==> config.mk <==
export PLATFORM = sky130hd
export DESIGN_NAME = wcs_ram
export DESIGN_NICKNAME = d
export VERILOG_FILES = /design/src/wcs_ram.sv
export SDC_FILE = /design/constraint.sdc
export NUM_CORES = 1
export LEC_CHECK = 0
export BUFFER_PORTS_ARGS = -buffer_cell sky130_fd_sc_hd__buf_2
export CORE_MARGIN = 2
export CORE_UTILIZATION = 49
export CTS_CLUSTER_SIZE = 16
export DETAILED_ROUTE_END_ITERATION = 8
export PLACE_DENSITY_LB_ADDON = 0.15
export SYNTH_ARGS = -nofsm -noshare
export SYNTH_HDL_FRONTEND = slang
export SYNTH_SLANG_ARGS = --single-unit
==> constraint.sdc <==
create_clock -name clk -period 2.1 [get_ports clk]
set_input_delay 0.63 -clock clk [delete_from_list [all_inputs] [get_ports clk]]
set_output_delay 0.63 -clock clk [all_outputs]
set_load 0.02 [all_outputs]
==> src/wcs_ram.sv <==
// Generic single-port RAM with registered read.
// No dependencies.
module wcs_ram #(
	parameter int Width = 8,
	parameter int Depth = 16
) (
	input  logic                     clk,
	input  logic                     we,
	input  logic [$clog2(Depth)-1:0] addr,
	input  logic [Width-1:0]         wdata,
	output logic [Width-1:0]         rdata
);
	logic [Width-1:0] mem [Depth];

	always_ff @(posedge clk) begin
		if (we) begin
			mem[addr] <= wdata;
		end
		rdata <= mem[addr];
	end
endmodule

==> out/summary.txt, run 1 <==
==================================================================================
Peak supply drop                                                            495 uV
Number of hold buffers added after CTS                                           0
Critical-path cell with the highest stage delay                       sky130_fd_sc_hd__dfxtp_1
Post-synthesis net count                                                       244
CTS tree                                                                       yes
Multi-input logic area                                                    1010 um2
Global-route wire length before repair                                     14.8 mm
Clock skew                                                              0.00857 ns
Proportion of netlist area held by the largest area contributor              75.9%
Largest fanout on the critical path                                              1
# resized after CTS                                                              0
Clk sink count                                                                 136
Req. time, crit path                                                       1.47 ns
Critical Path Source                                                      rdata[2]
Via-to-Cell Ratio                                                             5.46
Final setup violation count                                                      0
Standard-cell rows                                                              37
Sw power                                                                   1.21 mW
Count of final hold-check violations                                             0
Leakage power total                                                        2.03 nW
Wire length per cell                                                       21.5 um
Flops & latches, synth                                                         136
Type of origin of the critical path                                           flop
Hold Path Origin                                                          wdata[4]
Width of the die                                                            106 um
Cell taking the most area after synthesis                             sky130_fd_sc_hd__edfxtp_1
Synthesized instance count                                                     230
TritonCTS Buffers                                                               17
Number of enable-type register cells in the synthesized netlist                128
Setup slack, reg-to-reg                                                    0.73 ns
WHS                                                                       0.493 ns
Number of global-route vias before repair                                     2516
RSZ-0062 raised after global routing                                            no
Post-Synthesis Mean Instance Area                                         22.0 um2
Data arrival time of the critical path                                     1.06 ns
Launch point of the worst reg-to-reg path                               mem[11][5]
Type of the worst min-delay path                                      primary input to flop
Post-route ant nets                                                              0
Maximum number of pins on one net before global-route repair                    40
Setup CP Type                                                         flop to primary output
Floorplan die height                                                        106 um
Status                                                                   completed
Commonest cells in the netlist                                        128 x sky130_fd_sc_hd__edfxtp_1, 32 x sky130_fd_sc_hd__mux4_2, 16 x sky130_fd_sc_hd__a22oi_1
Int Power                                                                  4.58 mW
FFs w/ async S/R, synth                                                         0%
Total Routing Usage GR                                                       18.9%
Die footprint                                                            11200 um2
Worst slew pin tran                                                       0.705 ns
Clock transition at the registers of the reported paths                    0.06 ns
Count of port buffers added during placement                                    21
P per Cell Area                                                         961 nW/um2
Pre-Repair DR Iteration Count                                                    4
Synthesis-to-finish area growth                                              19.0%
Number of antenna violations at the first check in global routing                0
Sequential cell area fraction in the yosys report                            79.0%
Worst rel slew slack                                                         52.9%
Category of the worst setup path capture point                        primary output
DRC Markers                                                                      0
Time the worst path needs with I/O delays and setup                        1.69 ns
Dominant cell by count in the synthesized netlist                     sky130_fd_sc_hd__edfxtp_1
Share of power burned in the clock network                                   41.9%
Latest clock arrival within the worst-skew pair                            0.52 ns
Post-synthesis instance area                                              5070 um2
Crit path largest cell delay                                               0.36 ns
Core box area                                                            10200 um2
Share of the cycle needed by the critical path after routing                 80.3%
Count of unique library cells instantiated by Yosys                             18
Max Clock Freq                                                             593 MHz
Proportion of total power due to net switching                               20.8%
Routability congestion estimate from global placement                        0.736
Max H-tree Level                                                                 4
WL final                                                                   9.39 mm
Logic pwr share                                                               5.3%
Maximum clock insertion buffer count                                             2
IO Count                                                                        22
Number of antenna cells inserted                                                 0
Number of vias in the routed layout                                           2381
Setup_tns                                                                     0 ns
GRT Residual Overflow                                                            0
Family of cells with the greatest summed delay on the critical path     flip-flops
Series of cell instances along the critical path                             buf_2
Number of max-slew violations in the final report                                0
Fraction of layout cells with a size suffix above 1                          36.7%
DR iter-0 viols                                                                131
Main area contributors after synthesis                                sky130_fd_sc_hd__edfxtp_1 76%, sky130_fd_sc_hd__mux4_2 14%, sky130_fd_sc_hd__dfxtp_1 3.2%, sky130_fd_sc_hd__a22oi_1 2.4%, sky130_fd_sc_hd__nor2_1 0.96%
Cell chosen for the clock root                                        sky130_fd_sc_hd__clkbuf_8
Flop pwr share                                                               52.8%
Count of filler cells inserted in the layout                                   768
Buffers plus inverters on the worst setup path                                   1
Starting density of the core                                                 49.8%
Post-CTS setup-driven buffer insertion count                                     0
Nets                                                                           302
FF+latch area                                                             4000 um2
Number of maximum-capacitance constraint violations                              0
Post-DP HPWL                                                               6.20 mm
Main flop type after synthesis                                        sky130_fd_sc_hd__edfxtp_1
Warning count from the yosys run                                                 0
==================================================================================
-- cell families (layout without fill, tap and decap cells) --
logic type             count (synthesis)  count (layout)  share of synthesized area, %
flip-flops                           136             136                          79.0
AND/OR/NAND/NOR                       35              35                          3.21
multiplexers                          32              32                          14.2
AO/OA/AOI/OAI                         16              16                          2.37
buffers and inverters                 11              81                          1.19
-- registers in the layout, summed over array words and instances, names as in the netlist --
signal,count
mem,128
rdata,8
-- metal layers --
metal / up-vias / track usage, % / part of all wire [%]
met5: - / 0 / 0
met4: 0 / 8.74 / 0.67
met3: 6 / 5.07 / 4.5
met2: 45 / 28.6 / 49
met1: 1248 / 26.1 / 46
li1: 1082 / - / -
-- area by class of cell --
cell class                      count  share of cell area [%]
Tap cell                          136                    2.82
Timing Repair Buffer               50                    5.98
Sequential cell                   136                    66.4
Clock buffer                       20                    7.06
Clock inverter                     11                   0.996
Multi-Input combinational cell     83                    16.7
-- power by group through the flow --
stage	clock network [mW]	registers [mW]	logic [mW]
after global placement	0	3.11	0.309
after floorplan	0	3.13	0.157
after detailed placement	0	3.11	0.313
final	2.42	3.06	0.309
after global routing	2.60	3.06	0.335
after CTS	2.48	3.06	0.314
-- cells in the final DEF (no fill, tap or decap), drive strengths merged --
cell type / n
nand3: 1
clkbuf: 20
edfxtp: 128
buf: 50
dfxtp: 8
and2: 1
nor2b: 2
clkinv: 11
a22oi: 16
nand2b: 2
or3b: 1
nor2: 13
mux4: 32
nand3b: 2
nor3: 4
nand2: 9
-- worst paths after layout --
| check | end | cells after the start |
|---|---|---|
| max | rdata[2] | 1 |
| min | mem[7][4] | 1 |
| max reg2reg | rdata[5] | 3 |
| min reg2reg | rdata[6] | 3 |
-- per-stage QoR --
stage | instance area, um2 | power (mW) | utilization, % | std cells | setup WS, ns
2_1_floorplan | 5070 | 3.28 | - | 230 | 0.0319
3_3_place_gp | 5540 | 3.42 | 54.4 | 405 | 0.0493
3_5_place_dp | 5540 | 3.43 | 54.4 | 405 | 0.0334
4_1_cts | 6030 | 5.86 | 59.2 | 436 | 0.380
5_1_grt | 6030 | 5.99 | 59.2 | 436 | 0.364
6_report | 6030 | 5.79 | 59.2 | 436 | 0.414
Note: power is estimated with default switching activity, not from simulation.
==> run 2: changes to the inputs <==
clock period = 1.6 ns   (was 2.1 ns; I/O delays follow)
==> run 2 against run 1 <==
Final cell count rose by 1.6%. Largest cell class unchanged. Global-route usage grew 1.4 points. Routed wire length is 7.8% higher. Clock skew shrank 0.0010 ns. Die area unchanged. Via count up 1.6%. Sequential share of layout area decreased by 5.1 points. Flip-flop and latch count is the same. Clock-buffer cell count fell by 2.
==> out/summary.txt, run 2 (synthesized netlist as in run 1, its figures left out) <==
=====================================================================================
Most frequent standard cell in the layout excluding fill and tap cells   sky130_fd_sc_hd__edfxtp_1
Peak supply drop                                                               749 uV
Pre-CTS setup slack                                                         -0.321 ns
Most frequent cells in the layout                                        128 x sky130_fd_sc_hd__edfxtp_1, 32 x sky130_fd_sc_hd__mux4_2, 21 x sky130_fd_sc_hd__buf_2
Pre-Repair DR Iteration Count                                                       4
Largest fanout on the critical path                                                 1
Floorplan die height                                                           106 um
Global-route wire length before repair                                        15.6 mm
Standard-cell rows                                                                 37
CTS tree                                                                          yes
Die footprint                                                               11200 um2
Setup slack, reg-to-reg                                                       0.25 ns
Maximum number of pins on one net before global-route repair                       23
Number of antenna violations at the first check in global routing                   0
Clock skew                                                                 0.00752 ns
Wire length per cell                                                          22.9 um
Fraction of layout cells with a size suffix above 1                             44.3%
Number of vias in the routed layout                                              2420
Routability congestion estimate from global placement                           0.745
GRT Residual Overflow                                                               0
Placed instance count                                                             411
P per Cell Area                                                           1340 nW/um2
Crit path largest cell delay                                                  0.36 ns
DR iter-0 viols                                                                   144
Type of the worst min-delay path                                         primary input to flop
Type of origin of the critical path                                              flop
Number of max-slew violations in the final report                                   0
Post-route non-filler standard cell count                                         443
Flip-flop count of the largest register after layout                              128
IO Count                                                                           22
Hold Path Origin                                                             wdata[7]
Worst slew pin tran                                                          0.866 ns
Category of the worst setup path capture point                           primary output
Cell chosen for the clock root                                           sky130_fd_sc_hd__clkbuf_8
Count of port buffers added during placement                                       21
Req. time, crit path                                                          1.12 ns
Total Routing Usage GR                                                          20.3%
Width of the die                                                               106 um
Register name with the most flops                                                 mem
Nets                                                                              308
Number of maximum-capacitance constraint violations                                 0
Critical-path cell with the highest stage delay                          sky130_fd_sc_hd__dfxtp_1
Worst rel slew slack                                                            42.2%
Via-to-Cell Ratio                                                                5.46
Post-DP HPWL                                                                  6.19 mm
TritonCTS Buffers                                                                  17
Number of hold buffers added after CTS                                              0
Series of cell instances along the critical path                                buf_2
Launch point of the worst reg-to-reg path                                  mem[11][5]
Max H-tree Level                                                                    4
# resized after CTS                                                                 0
Leakage power total                                                           2.17 nW
Critical register-to-register path endpoint                                  rdata[5]
Buffers plus inverters on the worst setup path                                      1
Final setup violation count                                                         0
Final WS setup                                                              0.0688 ns
Clock transition at the registers of the reported paths                       0.06 ns
DRC Markers                                                                         0
Starting density of the core                                                    49.8%
Count of final hold-check violations                                                0
Time the worst path needs with I/O delays and setup                           1.53 ns
WHS                                                                          0.357 ns
Top Registers                                                            mem x128, rdata x8
Post-CTS setup-driven buffer insertion count                                        0
Number of global-route vias before repair                                        2638
Hold Crit Endpoint                                                          mem[4][7]
Power after layout                                                            8.72 mW
Status                                                                      completed
Count of cells along the worst register-to-register path                            3
Setup CP Type                                                            flop to primary output
Synthesis-to-finish area growth                                                 28.9%
Clk sink count                                                                    136
Post-route ant nets                                                                 0
Family of cells with the greatest summed delay on the critical path        flip-flops
Data arrival time of the critical path                                        1.05 ns
Maximum clock insertion buffer count                                                2
Max Clock Freq                                                                653 MHz
Number of antenna cells inserted                                                    0
RSZ-0062 raised after global routing                                               no
WL final                                                                      10.1 mm
Core box area                                                               10200 um2
Count of filler cells inserted in the layout                                      712
Latest clock arrival within the worst-skew pair                               0.51 ns
Share of the cycle needed by the critical path after routing                    95.7%
Setup_tns                                                                        0 ns
WHS Path Cells                                                                      1
=====================================================================================
run 2: changes by cell type in the layout (fill, tap and decap cells not counted), moves of 3 or more:
cell	before	now
sky130_fd_sc_hd__buf_12	3	17
sky130_fd_sc_hd__nor3_1	3	0
sky130_fd_sc_hd__clkinv_2	7	1
sky130_fd_sc_hd__nor2_4	0	12
sky130_fd_sc_hd__nor2_1	13	1
sky130_fd_sc_hd__bufinv_16	0	6
sky130_fd_sc_hd__buf_4	26	18
run 2: metrics by stage:
step	utilization (%)	area, um2
floorplan	-	5200
global placement	57.8	5880
detailed placement	57.8	5880
CTS	64.1	6530
global route	64.1	6530
finish	64.1	6530
run 2: where the power goes:
part | internal [mW] | total [mW] | switching [mW]
clock network | 2.83 | 4.25 | 1.42
registers | 3.98 | 4.00 | 0.0216
logic | 0.209 | 0.471 | 0.262
total | 7.02 | 8.72 | 1.70
run 2: routing by layer:
metal,part of all wire (%),vias up,global-route usage (%)
li1,-,1097,-
met1,42,1238,27.5
met2,51,74,32.3
met3,5.4,11,5.26
met4,1.2,0,7.33
met5,0,-,0
run 2: worst max-delay path by stage:
stage	from	end	cells after the start
final	rdata[6]	rdata[6]	1
after global routing	rdata[6]	rdata[6]	1
after CTS	rdata[6]	rdata[6]	1
after detailed placement	addr[0]	rdata[4]	5
after global placement	addr[0]	rdata[4]	5
after floorplan	addr[1]	mem[8][0]	3
run 2: worst reg2reg max path: cells and delay by family, from the launching register on:
family	cells	cell delay, ns
AO/OA/AOI/OAI	1	0.30
multiplexers	1	0.47
flip-flops	1	0.37
AND/OR/NAND/NOR	1	0.09
run 2: cell type report:
class | count | area [um2] | share of cell area [%]
Tap cell | 136 | 170 | 2.61
Multi-Input combinational cell | 83 | 1130 | 17.3
Clock buffer | 18 | 418 | 6.40
Sequential cell | 136 | 4000 | 61.3
Clock inverter | 14 | 229 | 3.51
Timing Repair Buffer | 56 | 581 | 8.89
==> run 3: changes to the inputs <==
RECOVER_POWER = 25   (was unset)
==> run 3 against run 2 <==
Critical path depth did not move. Total power is essentially flat. Clock skew is essentially flat. Largest power group unchanged. Fmax is essentially flat.
==> out/summary.txt, run 3 (synthesized netlist as in run 1, its figures left out) <==
=====================================================================================
Status                                                                      completed
Fraction of layout cells with a size suffix above 1                             42.3%
Width of the die                                                               106 um
Type of the worst min-delay path                                         primary input to flop
Share of the cycle needed by the critical path after routing                    95.7%
Synthesis-to-finish area growth                                                 28.7%
Starting density of the core                                                    49.8%
Most frequent cells in the layout                                        128 x sky130_fd_sc_hd__edfxtp_1, 32 x sky130_fd_sc_hd__mux4_2, 18 x sky130_fd_sc_hd__buf_4
Max H-tree Level                                                                    4
Req. time, crit path                                                          1.12 ns
Clk sink count                                                                    136
Via-to-Cell Ratio                                                                5.47
Number of global-route vias before repair                                        2638
RSZ-0062 raised after global routing                                               no
Most Crowded Layer GR                                                            met2
Category of the worst setup path capture point                           primary output
Flip-flop count of the largest register after layout                              128
Max Clock Freq                                                                653 MHz
Register name with the most flops                                                 mem
Data arrival time of the critical path                                        1.05 ns
Family of cells with the greatest summed delay on the critical path        flip-flops
Total cell area at the placement stage                                       5880 um2
P per Cell Area                                                           1340 nW/um2
Maximum number of pins on one net before global-route repair                       23
Leakage power total                                                           2.15 nW
Buffers plus inverters on the worst setup path                                      1
Count of filler cells inserted in the layout                                      717
Global-route wire length before repair                                        15.6 mm
TritonCTS Buffers                                                                  17
Post-route ant nets                                                                 0
# resized after CTS                                                                 0
Total Routing Usage GR                                                          20.3%
Critical-path cell with the highest stage delay                          sky130_fd_sc_hd__dfxtp_1
Series of cell instances along the critical path                                buf_2
Routability congestion estimate from global placement                           0.745
Number of vias in the routed layout                                              2421
Worst rel slew slack                                                            39.5%
Die footprint                                                               11200 um2
Maximum clock insertion buffer count                                                2
Final core utilization                                                          64.1%
Top Registers                                                            mem x128, rdata x8
Nets                                                                              308
Worst slew pin tran                                                          0.906 ns
DRC Markers                                                                         0
Clock transition at the registers of the reported paths                       0.06 ns
Core box area                                                               10200 um2
DR iter-0 viols                                                                   137
Post-DP HPWL                                                                  6.19 mm
Time the worst path needs with I/O delays and setup                           1.53 ns
CTS tree                                                                          yes
Number of hold buffers added after CTS                                              0
Setup_tns                                                                        0 ns
WL final                                                                      10.1 mm
Number of maximum-capacitance constraint violations                                 0
Number of max-slew violations in the final report                                   0
Global routing met2 resource utilization                                        32.3%
Standard-cell rows                                                                 37
Peak supply drop                                                               749 uV
Latest clock arrival within the worst-skew pair                               0.51 ns
Count of port buffers added during placement                                       21
Non-Filler Cell Area, Final                                                  6520 um2
Fraction of met3 tracks used by global routing                                  5.26%
GRT Residual Overflow                                                               0
Fraction of met1 tracks used by global routing                                  27.5%
Pre-Repair DR Iteration Count                                                       4
Post-CTS setup-driven buffer insertion count                                        0
Number of antenna violations at the first check in global routing                   0
Number of antenna cells inserted                                                    0
Type of origin of the critical path                                              flop
Count of final hold-check violations                                                0
Setup slack, reg-to-reg                                                       0.26 ns
Wire length per cell                                                          22.9 um
IO Count                                                                           22
Final setup violation count                                                         0
Setup CP Type                                                            flop to primary output
WHS                                                                          0.363 ns
Most frequent standard cell in the layout excluding fill and tap cells   sky130_fd_sc_hd__edfxtp_1
Floorplan die height                                                           106 um
Cell chosen for the clock root                                           sky130_fd_sc_hd__clkbuf_8
Crit path largest cell delay                                                  0.36 ns
Largest fanout on the critical path                                                 1
Clock skew                                                                 0.00755 ns
=====================================================================================
run 3: layer usage:
metal	up-vias	part of all wire, %	wire [um]
li1	1096	-	-
met4	0	1.3	136
met1	1251	43	4390
met3	14	4.8	491
met2	60	51	5130
met5	-	0	0
run 3: final timing paths:
kind / from / to / depth (start not counted)
worst max-delay path: rdata[6] / rdata[6] / 1
worst min-delay path: wdata[6] / mem[14][6] / 1
worst max register to register: mem[11][5] / rdata[5] / 3
worst min register to register: mem[12][0] / rdata[0] / 3
run 3: per-stage QoR:
step | setup WS, ns | total power, mW | std cells
2_1_floorplan | -0.0322 | 4.34 | 230
3_3_place_gp | -0.311 | 4.55 | 411
3_5_place_dp | -0.321 | 4.56 | 411
4_1_cts | 0.0528 | 8.78 | 443
5_1_grt | 0.0515 | 8.97 | 443
6_report | 0.0681 | 8.72 | 443
run 3: cell type report:
cell class	count	area, um2	area share [%]
tap	136	170	2.61
sequential	136	4000	61.4
multi-input combinational	83	1130	17.3
timing repair buffer	56	573	8.78
clock inverter	14	229	3.51
clock buffer	18	418	6.41
run 3: report_power, final:
group	internal, mW	switching [mW]	total [mW]
logic	0.206	0.262	0.469
registers	3.98	0.0218	4.01
clock network	2.83	1.41	4.24
