===== config.mk =====
export PLATFORM = sky130hd
export DESIGN_NAME = wcs_div
export DESIGN_NICKNAME = d
export VERILOG_FILES = /design/src/wcs_pkg.sv /design/src/wcs_div.sv
export SDC_FILE = /design/constraint.sdc
export NUM_CORES = 1
export LEC_CHECK = 0
export ABC_AREA = 1
export BUFFER_PORTS_ARGS = -buffer_cell sky130_fd_sc_hd__buf_2
export CORE_AREA = 2 2 115 117
export DETAILED_ROUTE_END_ITERATION = 6
export DIE_AREA = 0 0 117 119
export HOLD_SLACK_MARGIN = 0.06
export PLACE_DENSITY_LB_ADDON = 0.15
export SLEW_MARGIN = 20
export SYNTH_ARGS = -nofsm -noshare
export SYNTH_HDL_FRONTEND = slang
export SYNTH_SLANG_ARGS = --single-unit

===== constraint.sdc =====
create_clock -name clk -period 2.9 [get_ports clk]
set_input_delay 0.29 -clock clk [delete_from_list [all_inputs] [get_ports clk]]
set_output_delay 0.29 -clock clk [all_outputs]
set_load 0.05 [all_outputs]

===== src/wcs_pkg.sv =====
// Package for welford_cell_stats: constants, command/error codes, sequencer states.
// No dependencies.
package wcs_pkg;
	localparam int DefMaxTimes = 64;
	localparam int DefMaxVars  = 16;

	localparam logic [0:0] CMD_ADD  = 1'b0;
	localparam logic [0:0] CMD_READ = 1'b1;

	localparam logic [1:0] ERR_OK    = 2'd0;
	localparam logic [1:0] ERR_RANGE = 2'd1;
	localparam logic [1:0] ERR_NOTRL = 2'd2;

	localparam logic [0:0] REG_VARS  = 1'b0;
	localparam logic [0:0] REG_TIMES = 1'b1;

	localparam logic [31:0] MIN_RST = 32'h7FFF_FFFF;
	localparam logic [31:0] MAX_RST = 32'h8000_0000;

	typedef enum logic [3:0] {
		ST_CLEAR, ST_IDLE, ST_RD, ST_RDW, ST_DIV1, ST_MUL, ST_DIV2, ST_WR, ST_OUT
	} wcs_state_t;

	typedef struct packed {
		logic        start;
		logic [63:0] dividend;
		logic [15:0] divisor;
	} wcs_div_req_t;
endpackage


===== src/wcs_div.sv =====
// Restoring divider, one quotient bit per cycle: 64-bit dividend by 16-bit divisor.
// Depends on wcs_pkg.
module wcs_div
	import wcs_pkg::*;
(
	input  logic         clk,
	input  logic         arst_n,
	input  wcs_div_req_t req,
	output logic         busy,
	output logic [63:0]  quot
);
	logic [63:0] q_q;
	logic [16:0] rem_q;
	logic [15:0] dvs_q;
	logic [6:0]  cnt_q;
	logic [16:0] trial;
	logic [16:0] shifted;

	assign shifted = {rem_q[15:0], q_q[63]};
	assign trial   = shifted - {1'b0, dvs_q};
	assign busy    = (cnt_q != 7'd0);
	assign quot    = q_q;

	always_ff @(posedge clk or negedge arst_n) begin
		if (!arst_n) begin
			cnt_q <= '0;
		end else if (req.start) begin
			cnt_q <= 7'd64;
		end else if (busy) begin
			cnt_q <= cnt_q - 7'd1;
		end
	end

	always_ff @(posedge clk) begin
		if (req.start) begin
			q_q   <= req.dividend;
			rem_q <= '0;
			dvs_q <= req.divisor;
		end else if (busy) begin
			if (!trial[16]) begin
				rem_q <= trial;
				q_q   <= {q_q[62:0], 1'b1};
			end else begin
				rem_q <= shifted;
				q_q   <= {q_q[62:0], 1'b0};
			end
		end
	end
endmodule


==> flow_summary.toml, run 1 <==
[route]
drcViolationCount = 0
wl_um = 13600
drt-initial-drc-count = 281
dr.pass1.iters = 5
num_vias = 4755
ant_nets = 0
viasPerCell = 4.63
avgRoutedWirePerCell_um = 13.2

[timing]
fin_skew_ns = 0.00947
holdWs_ns = 0.111
min_period_ns = 2.55
hold_violations = 0
rsz0062_at_grt = "false"
setup_viol_count_final = 0
timing.final.crit_share_pct = 88.0
fmax_ghz = 0.392
tightest_slew_ns = 0.844
final.setup.tns_ns = 0
fin_ws_ns = 0.348
finalMaxSlewViolations = 0
slew_headroom_pct = 43.8

[cts]
clk_pin_slew_worst_paths_ns = 0.07
postCtsSetupBuffers = 0
clock_sinks = 103
cts_buffers = 9
cts_tree = "yes"
clk_path_buf_depth = 2
cts_root_buffer = "clkbuf_16"
insertion_delay_ns = 0.35
h-tree-depth = 3

[power]
p_leak_uw = 0.00374
p_total_uw = 5950
power_density_nw_per_um2 = 877
vdd.ir_drop.worst_mv = 0.384

[synth]
ys_types = 31
syn_area_per_cell_sq_um = 7.96
netlist_area_sq_um = 5600
synth_top_cell_by_area = "edfxtp_1"
ys_ff_latch = 103
ys_warn_count = 0
syn-num-nets = 805
synth_cells = 704
netlist.area_leader.share_pct = 42.9
ys_seq_area_share_pct = 51.7
synth_area_leaders = "edfxtp_1 43%, nand2_1 22%, inv_1 6.0%"

[hold_path]
hp-class = "input port to flop"
min-delay-start = "req[14]"
holdPathStages = 1

[finish]
fill_cells = 1255
drive_gt1_share_pct = 22.5
nNetsFinal = 946
syn_to_final_growth_pct = 21.1
antenna_cells = 0

[place]
pre_cts_ws_ns = 0.455
place.detailed.hpwl_um = 10000
portBuffers = 147
gp_congestion = 0.916

[global_routing]
grt.busiest_layer = "met2"
grt_pass1_vias = 4669
use_met3_pct = 5.90
grtUsageMet1_pct = 27.1
grt_max_degree = 71
grt_usage_pct = 20.5
gr-usage-met2_pct = 32.0
grt_pass1_wl_um = 22300
antenna_found_initial = 0
grt_overflow_total = 0

[setup_path]
crit_required_ns = 2.61
worst_ep_arrival_time_ns = 2.26
worstPathMaxFanout = 34
setup.worst_path.class = "flop to output pin"
reg2reg_from = "quot[63]"
critPathLaunch = "cnt_q[0]"
reg2reg_depth = 15
start_kind = "flop"
end_kind = "output pin"

[floorplan]
row_count = 42
die_width_um = 117
dieArea_sq_um = 13900
io_pins = 148
die_y_um = 119
start_util_pct = 43.5
core_sq_um = 12900

[outcome]
status = "completed"

[job]
cap_violations = 0
## layout by cell type (no fill, tap or decap)
cell type | netlist | routed
nand2_4 | 4 | 4
inv_1 | 89 | 89
nand2_2 | 5 | 6
nor2_1 | 48 | 48
and3_1 | 1 | 1
nand3b_1 | 1 | 1
nor2_4 | 1 | 1
bufinv_16 | 0 | 1
clkbuf_8 | 1 | 1
or2_4 | 1 | 1
xnor2_1 | 2 | 2
a21oi_4 | 1 | 1
nor2_2 | 1 | 1
fa_1 | 1 | 1
and2_1 | 3 | 3
nor3_1 | 1 | 1
inv_6 | 0 | 1
clkbuf_16 | 0 | 9
edfxtp_1 | 80 | 80
nand3_1 | 40 | 40
clkbuf_1 | 13 | 1
buf_4 | 0 | 4
o21ai_0 | 8 | 8
dfrtp_1 | 7 | 7
clkinv_2 | 0 | 2
dfxtp_1 | 16 | 16
buf_2 | 3 | 146
dlygate4sd3_1 | 0 | 1
a21oi_1 | 11 | 11
clkinvlp_4 | 0 | 1
nand2_1 | 324 | 323
nand4_1 | 6 | 6
ha_1 | 17 | 17
nand3_2 | 9 | 9
xor2_1 | 3 | 3
inv_2 | 3 | 3
## cell usage after synthesis, drive strengths merged
cell,instances
nand2,333
inv,92
edfxtp,80
nor2,50
nand3,49
ha,17
dfxtp,16
clkbuf,14
a21oi,12
o21ai,8
buf,7
dfrtp,7
nand4,6
and2,3
xor2,3
xnor2,2
and3,1
fa,1
nand3b,1
nor3,1
or2,1
## repair_timing
item | CTS | global route
endpoints found under the hold margin | 7 | 0
hold buffers | 1 | 0
gates resized for setup | 0 | 0
setup endpoints to repair | 0 | 0
## stage by stage
stage          instance area, sq um  utilization, %  cells
2_1_floorplan                  5600               -    704
3_3_place_gp                   6480            50.3   1009
3_5_place_dp                   6480            50.3   1009
4_1_cts                        6790            52.7   1026
5_1_grt                        6790            52.7   1026
6_report                       6790            52.7   1026
## power by group
group	leakage, uW	total [uW]	internal [uW]	switching [uW]
Sequential	0.00108	2150	1920	228
Clock	0.000146	1240	694	542
Combinational	0.00252	2570	790	1780
## worst paths after layout
kind	endpoint	slack, ns
max in group asynchronous	cnt_q[0]	2.42
min	dvs_q[14]	0.11
min in group asynchronous	cnt_q[4]	0.33
max reg2reg	rem_q[14]	0.42
min reg2reg	cnt_q[6]	0.48
max	busy	0.35
## layer usage
layer,wire [um],share of wire [%]
met1,6030,44
met2,6300,46
met3,931,6.9
met4,314,2.3
met5,0,0
## state kept, by name, indices dropped and copies added (netlist names)
| register | cells |
|---|---|
| dvs_q | 16 |
| quot | 64 |
| rem_q | 16 |
| cnt_q | 7 |
## cells by family (layout without fill, tap and decap cells)
family	count (synthesis)	after routing	synth area share (%)
compound gates	20	20	1.99
fa+ha+maj	18	18	4.15
xor+xnor	5	5	0.782
flops	103	103	51.7
buf+inv	113	259	8.08
simple gates	445	445	33.3
## layout make-up
type / count / area (sq um) / share of cell area, %
clock inverters: 5 / 56.3 / 0.829
inverters: 92 / 345 / 5.09
flip-flops and latches: 103 / 2900 / 42.7
clock buffers: 11 / 243 / 3.58
well taps: 176 / 220 / 3.24
multi-input cells: 488 / 2250 / 33.2
repair buffers: 151 / 771 / 11.4
## critical path, stage by stage (launching register included)
cell and delay [ns]:
dfrtp_1 0.36, inv_1 0.11, ha_1 0.23, nand4_1 0.13, nor2_1 0.40, inv_2 0.35, buf_2 0.32
Power figures use the tool's default switching activity.
==> run 2: changes to the inputs <==
CELL_PAD_IN_SITES_DETAIL_PLACEMENT = 0   (was default)
CELL_PAD_IN_SITES_GLOBAL_PLACEMENT = 1   (was default)
CORE_AREA = 2 2 130 132   (was 2 2 115 117)
DIE_AREA = 0 0 132 134   (was 0 0 117 119)
TNS_END_PERCENT = 100   (was default)
==> run 2 against run 1 <==
Wire length up 8.2%. Setup slack worse by 0.028 ns. Combinational power about the same. Register-to-register slack got worse by 0.04 ns. First-iteration DRC count fell by 21%. Via count fell by 0.25%. Highest routed layer unchanged. Sequential power barely moved. Count of clock-buffer cells in the layout up 2. Global-route usage shrank 3.7 points. Critical path depth stayed put. Hold slack got worse by 0.0046 ns.
==> flow_summary.toml, run 2 (synthesis gave the netlist of run 1 again) <==
[outcome]
status = "completed"

[route]
ant_nets = 0
num_vias = 4743
drcViolationCount = 0
viasPerCell = 4.42
dr.pass1.iters = 4
wl_um = 14700
drt-initial-drc-count = 222
avgRoutedWirePerCell_um = 13.7

[finish]
postLayoutCoreUtil_pct = 41.8
final_common_cell = "nand2_1"
ff_latch_area_sq_um = 2900
nNetsFinal = 947
syn_to_final_growth_pct = 21.6
largest_reg_flops = 64
multi_input_area_sq_um = 2250
fill_cells = 1672
drive_gt1_share_pct = 22.2
layout_common_cells = "323 x nand2_1, 146 x buf_2, 89 x inv_1, 80 x edfxtp_1, 48 x nor2_1"

[cts]
h-tree-depth = 3
cts_buffers = 9
cts_root_buffer = "clkbuf_16"
insertion_delay_ns = 0.35
clk_path_buf_depth = 2
cts_tree = "yes"
clock_sinks = 103
cts_resized = 0
clk_pin_slew_worst_paths_ns = 0.07

[power]
p_leak_uw = 0.00373
vdd.ir_drop.worst_mv = 0.384
power_density_nw_per_um2 = 862

[place]
gp_congestion = 0.793
place.detailed.hpwl_um = 10700
portBuffers = 147

[floorplan]
start_util_pct = 34.4
core_sq_um = 16300
io_pins = 148
die_width_um = 132
dieArea_sq_um = 17700
die_y_um = 134
row_count = 47

[global_routing]
grt_pass1_wl_um = 23600
antenna_found_initial = 1
grt_pass1_vias = 4683
grt_overflow_total = 0
grt_max_degree = 71
grt_usage_pct = 16.8

[setup_path]
rrSetupSlack_ns = 0.38
critPathTopFamily = "buffers and inverters"
critPathCapture = "busy"
timing.rr.end = "rem_q[12]"
cp_cell_sequence = "inv_1 -> ha_1 -> nand4_1 -> nor2_1 -> inv_2 -> buf_2"
setup.worst_path.class = "flop to output pin"
crit_required_ns = 2.61
start_kind = "flop"
critPathBufInv = 3
crit_slowest_cell = "nor2_1"
end_kind = "output pin"
slowest_delay_ns = 0.42
reg2reg_depth = 15
reg2reg_from = "quot[63]"
worst_ep_arrival_time_ns = 2.29
cp_num_cells = 6
critPathLaunch = "cnt_q[0]"
worstPathMaxFanout = 34

[timing]
slew_headroom_pct = 43.3
fmax_ghz = 0.388
finalMaxSlewViolations = 0
final.setup.tns_ns = 0
timing.final.crit_share_pct = 89.0
setup_viol_count_final = 0
min_period_ns = 2.58
fin_skew_ns = 0.00615
hold_violations = 0
rsz0062_at_grt = "false"
tightest_slew_ns = 0.851

[hold_path]
hp-class = "input port to flop"

[job]
cap_violations = 0
-- run 2: worst min-delay path by stage --
stage | start | end | cells past startpoint
after floorplan | arst_n | cnt_q[0] | 0
after global placement | arst_n | cnt_q[2] | 1
after detailed placement | arst_n | cnt_q[1] | 1
after CTS | req[10] | dvs_q[10] | 1
after global routing | req[10] | dvs_q[10] | 1
final | req[10] | dvs_q[10] | 1
-- run 2: metal layers --
layer	up-vias	share of wire, %	track usage, %
li1	2483	-	-
met1	2135	46	21.6
met2	109	46	27.1
met3	16	6.7	4.69
met4	0	1.7	6.40
met5	-	0	0
-- run 2: per-stage QoR --
stage / cells / cell area (sq um) / hold WS [ns] / setup WS [ns] / power (uW)
floorplan: 704 / 5600 / -0.00559 / 0.0523 / 4140
global placement: 1054 / 6540 / 0.131 / 0.536 / 4750
detailed placement: 1054 / 6540 / 0.135 / 0.416 / 4760
CTS: 1071 / 6810 / 0.0991 / 0.280 / 5940
global route: 1071 / 6810 / 0.0992 / 0.136 / 6320
finish: 1072 / 6820 / 0.107 / 0.320 / 5880
-- run 2: layout make-up --
| type | count | area share [%] |
|---|---|---|
| Antenna cell | 1 | 0.0367 |
| Clock buffer | 13 | 3.52 |
| Clock inverter | 3 | 0.312 |
| Inverter | 92 | 5.07 |
| Multi-Input combinational cell | 488 | 33.1 |
| Sequential cell | 103 | 42.5 |
| Tap cell | 220 | 4.04 |
| Timing Repair Buffer | 152 | 11.4 |
-- run 2: report_power, final --
group / switching, uW / internal [uW]
clock: 565 / 587
sequential: 223 / 1920
combinational: 1790 / 791
total: 2580 / 3300
-- run 2: repair_timing --
| action | CTS | global route |
|---|---|---|
| hold buffers | 1 | 0 |
| buffers inserted | 0 | 0 |
| endpoints found under the hold margin | 7 | 0 |
==> run 3: changes to the inputs <==
==> constraint.sdc (replaced) <==
create_clock -name clk -period 2.9 [get_ports clk]
set_input_delay 0.58 -clock clk [delete_from_list [all_inputs] [get_ports clk]]
set_output_delay 0.58 -clock clk [all_outputs]
set_load 0.05 [all_outputs]
==> run 3 against run 2 <==
Hold slack better by 0.29 ns. Critical path depth grew 9. Critical endpoint is now rem_q[14]. Cell count about the same. Via count decreased by 0.48%. Register-to-register slack gained 0.05 ns. Cell area grew 0.77%. Combinational power about the same.
==> flow_summary.toml, run 3 (synthesis gave the netlist of run 1 again) <==
[finish]
drive_gt1_share_pct = 22.5
nNetsFinal = 948
fill_cells = 1713
syn_to_final_growth_pct = 22.6
ff_latch_area_sq_um = 2900
layout_common_cells = "323 x nand2_1, 146 x buf_2, 89 x inv_1, 80 x edfxtp_1, 48 x nor2_1"
postLayoutCoreUtil_pct = 42.2
final_common_cell = "nand2_1"
multi_input_area_sq_um = 2250
largest_reg_flops = 64
final_cells = 1073

[cts]
cts_buffers = 9
cts_root_buffer = "clkbuf_16"
clk_path_buf_depth = 2
clock_sinks = 103
cts_tree = "yes"
h-tree-depth = 3
clk_pin_slew_worst_paths_ns = 0.08
insertion_delay_ns = 0.36

[global_routing]
grt_max_degree = 98
grt_usage_pct = 16.9
grt_pass1_wl_um = 23900
grt_pass1_vias = 4732
antenna_found_initial = 1
grt_overflow_total = 0

[route]
avgRoutedWirePerCell_um = 13.5
num_vias = 4720
wl_um = 14500
viasPerCell = 4.40
ant_nets = 0
dr.pass1.iters = 4
drcViolationCount = 0
drt-initial-drc-count = 230

[power]
vdd.ir_drop.worst_mv = 0.354
power_density_nw_per_um2 = 864
intPower_uw = 3320
p_comb_share_pct = 43.6
p_leak_uw = 0.00376
pwr-share-seq_pct = 35.9
swShare_pct = 44.0
power.switching_uw = 2610
p_clk_share_pct = 20.5

[timing]
min_period_ns = 2.47
setup_viol_count_final = 0
fmax_ghz = 0.405
tightest_slew_ns = 0.484
timing.final.crit_share_pct = 85.2
hold_violations = 0
fin_skew_ns = 0.0120
slew_headroom_pct = 67.7
final.setup.tns_ns = 0
rsz0062_at_grt = "false"
finalMaxSlewViolations = 0
fin_ws_ns = 0.429

[floorplan]
row_count = 47
io_pins = 148
start_util_pct = 34.4
dieArea_sq_um = 17700
die_width_um = 132
die_y_um = 134
core_sq_um = 16300

[setup_path]
start_kind = "flop"
timing.rr.end = "rem_q[14]"
worstPathMaxFanout = 11
setup.worst_path.class = "flop to flop"
critPathLaunch = "quot[63]"
reg2reg_depth = 15
critPathCapture = "rem_q[14]"
end_kind = "flop"
worst_ep_arrival_time_ns = 2.73
slowest_delay_ns = 0.41
crit_required_ns = 3.16
crit_top_cell = "nand2_1"
rrSetupSlack_ns = 0.43
reg2reg_from = "quot[63]"
crit_slowest_cell = "fa_1"
cp_cell_sequence = "inv_1 -> ha_1 -> fa_1 -> inv_1 -> nand2_1 -> nand2_1 -> nand3_2 -> nand2_1 -> nand2_2 -> nand3_2 -> nand2_2 -> nand2_1 -> nand3_1 -> nand2_1 -> inv_1"

[job]
cap_violations = 0

[place]
portBuffers = 147
place.detailed.hpwl_um = 10300
gp_congestion = 0.794
pre_cts_ws_ns = 0.441
dp_cells = 1055

[hold_path]
hp-class = "input port to flop"

[outcome]
status = "completed"
[run 3: cell count changes in the layout (fill, tap and decap cells not counted)]
cell,change
clkinv_4,+2
clkinv_2,-1
inv_8,+2
buf_4,-1
buf_12,+2
clkinvlp_4,-1
clkbuf_1,-2
[run 3: stage by stage]
stage	area [sq um]	total power [uW]	hold slack, ns
5_1_grt	6870	6400	0.379
6_report	6870	5930	0.395
2_1_floorplan	5600	4140	0.284
4_1_cts	6870	6000	0.381
3_5_place_dp	6570	4760	0.427
3_3_place_gp	6570	4760	0.420
[run 3: cell type report]
type                    instances  share of cell area [%]
multi-input cells             488                    32.8
clock buffers                  11                    3.39
clock inverters                 5                   0.711
inverters                      92                    5.03
diodes                          1                  0.0364
well taps                     220                    4.01
repair buffers                153                    11.8
flip-flops and latches        103                    42.2
[run 3: worst min path at each step]
stage          startpoint  depth (start not counted)        to  slack (ns)
2_1_floorplan      arst_n                          0  cnt_q[0]        0.28
3_3_place_gp       arst_n                          1  cnt_q[6]        0.42
3_5_place_dp       arst_n                          1  cnt_q[2]        0.43
4_1_cts            req[8]                          1  dvs_q[8]        0.38
5_1_grt            req[8]                          1  dvs_q[8]        0.38
6_report           req[3]                          1  dvs_q[3]        0.39
[run 3: layer usage]
| layer | global-route usage [%] | share of wire (%) |
|---|---|---|
| met1 | 21.3 | 44 |
| met2 | 26.9 | 47 |
| met3 | 6.50 | 7.4 |
| met4 | 4.95 | 1.6 |
| met5 | 0 | 0 |
[run 3: what timing repair did]
action | in CTS | in global routing
setup buffers | 0 | 0
endpoints found under the setup margin | 0 | 0
hold buffers | 1 | 0
endpoints found under the hold margin | 7 | 0
resized for setup | 0 | 0
[run 3: worst max-delay path, delay by kind of cell (launching register included)]
family / cells / cell delay [ns]
simple gates: 10 / 1.14
buf+inv: 3 / 0.20
flops: 1 / 0.40
fa+ha+maj: 2 / 0.63
[run 3: power by group through the flow]
stage	combinational, uW	clock [uW]	sequential [uW]
after floorplan	1550	0	2600
after global placement	2590	0	2160
after detailed placement	2600	0	2160
after CTS	2610	1250	2130
after global routing	2910	1310	2180
final	2590	1220	2130
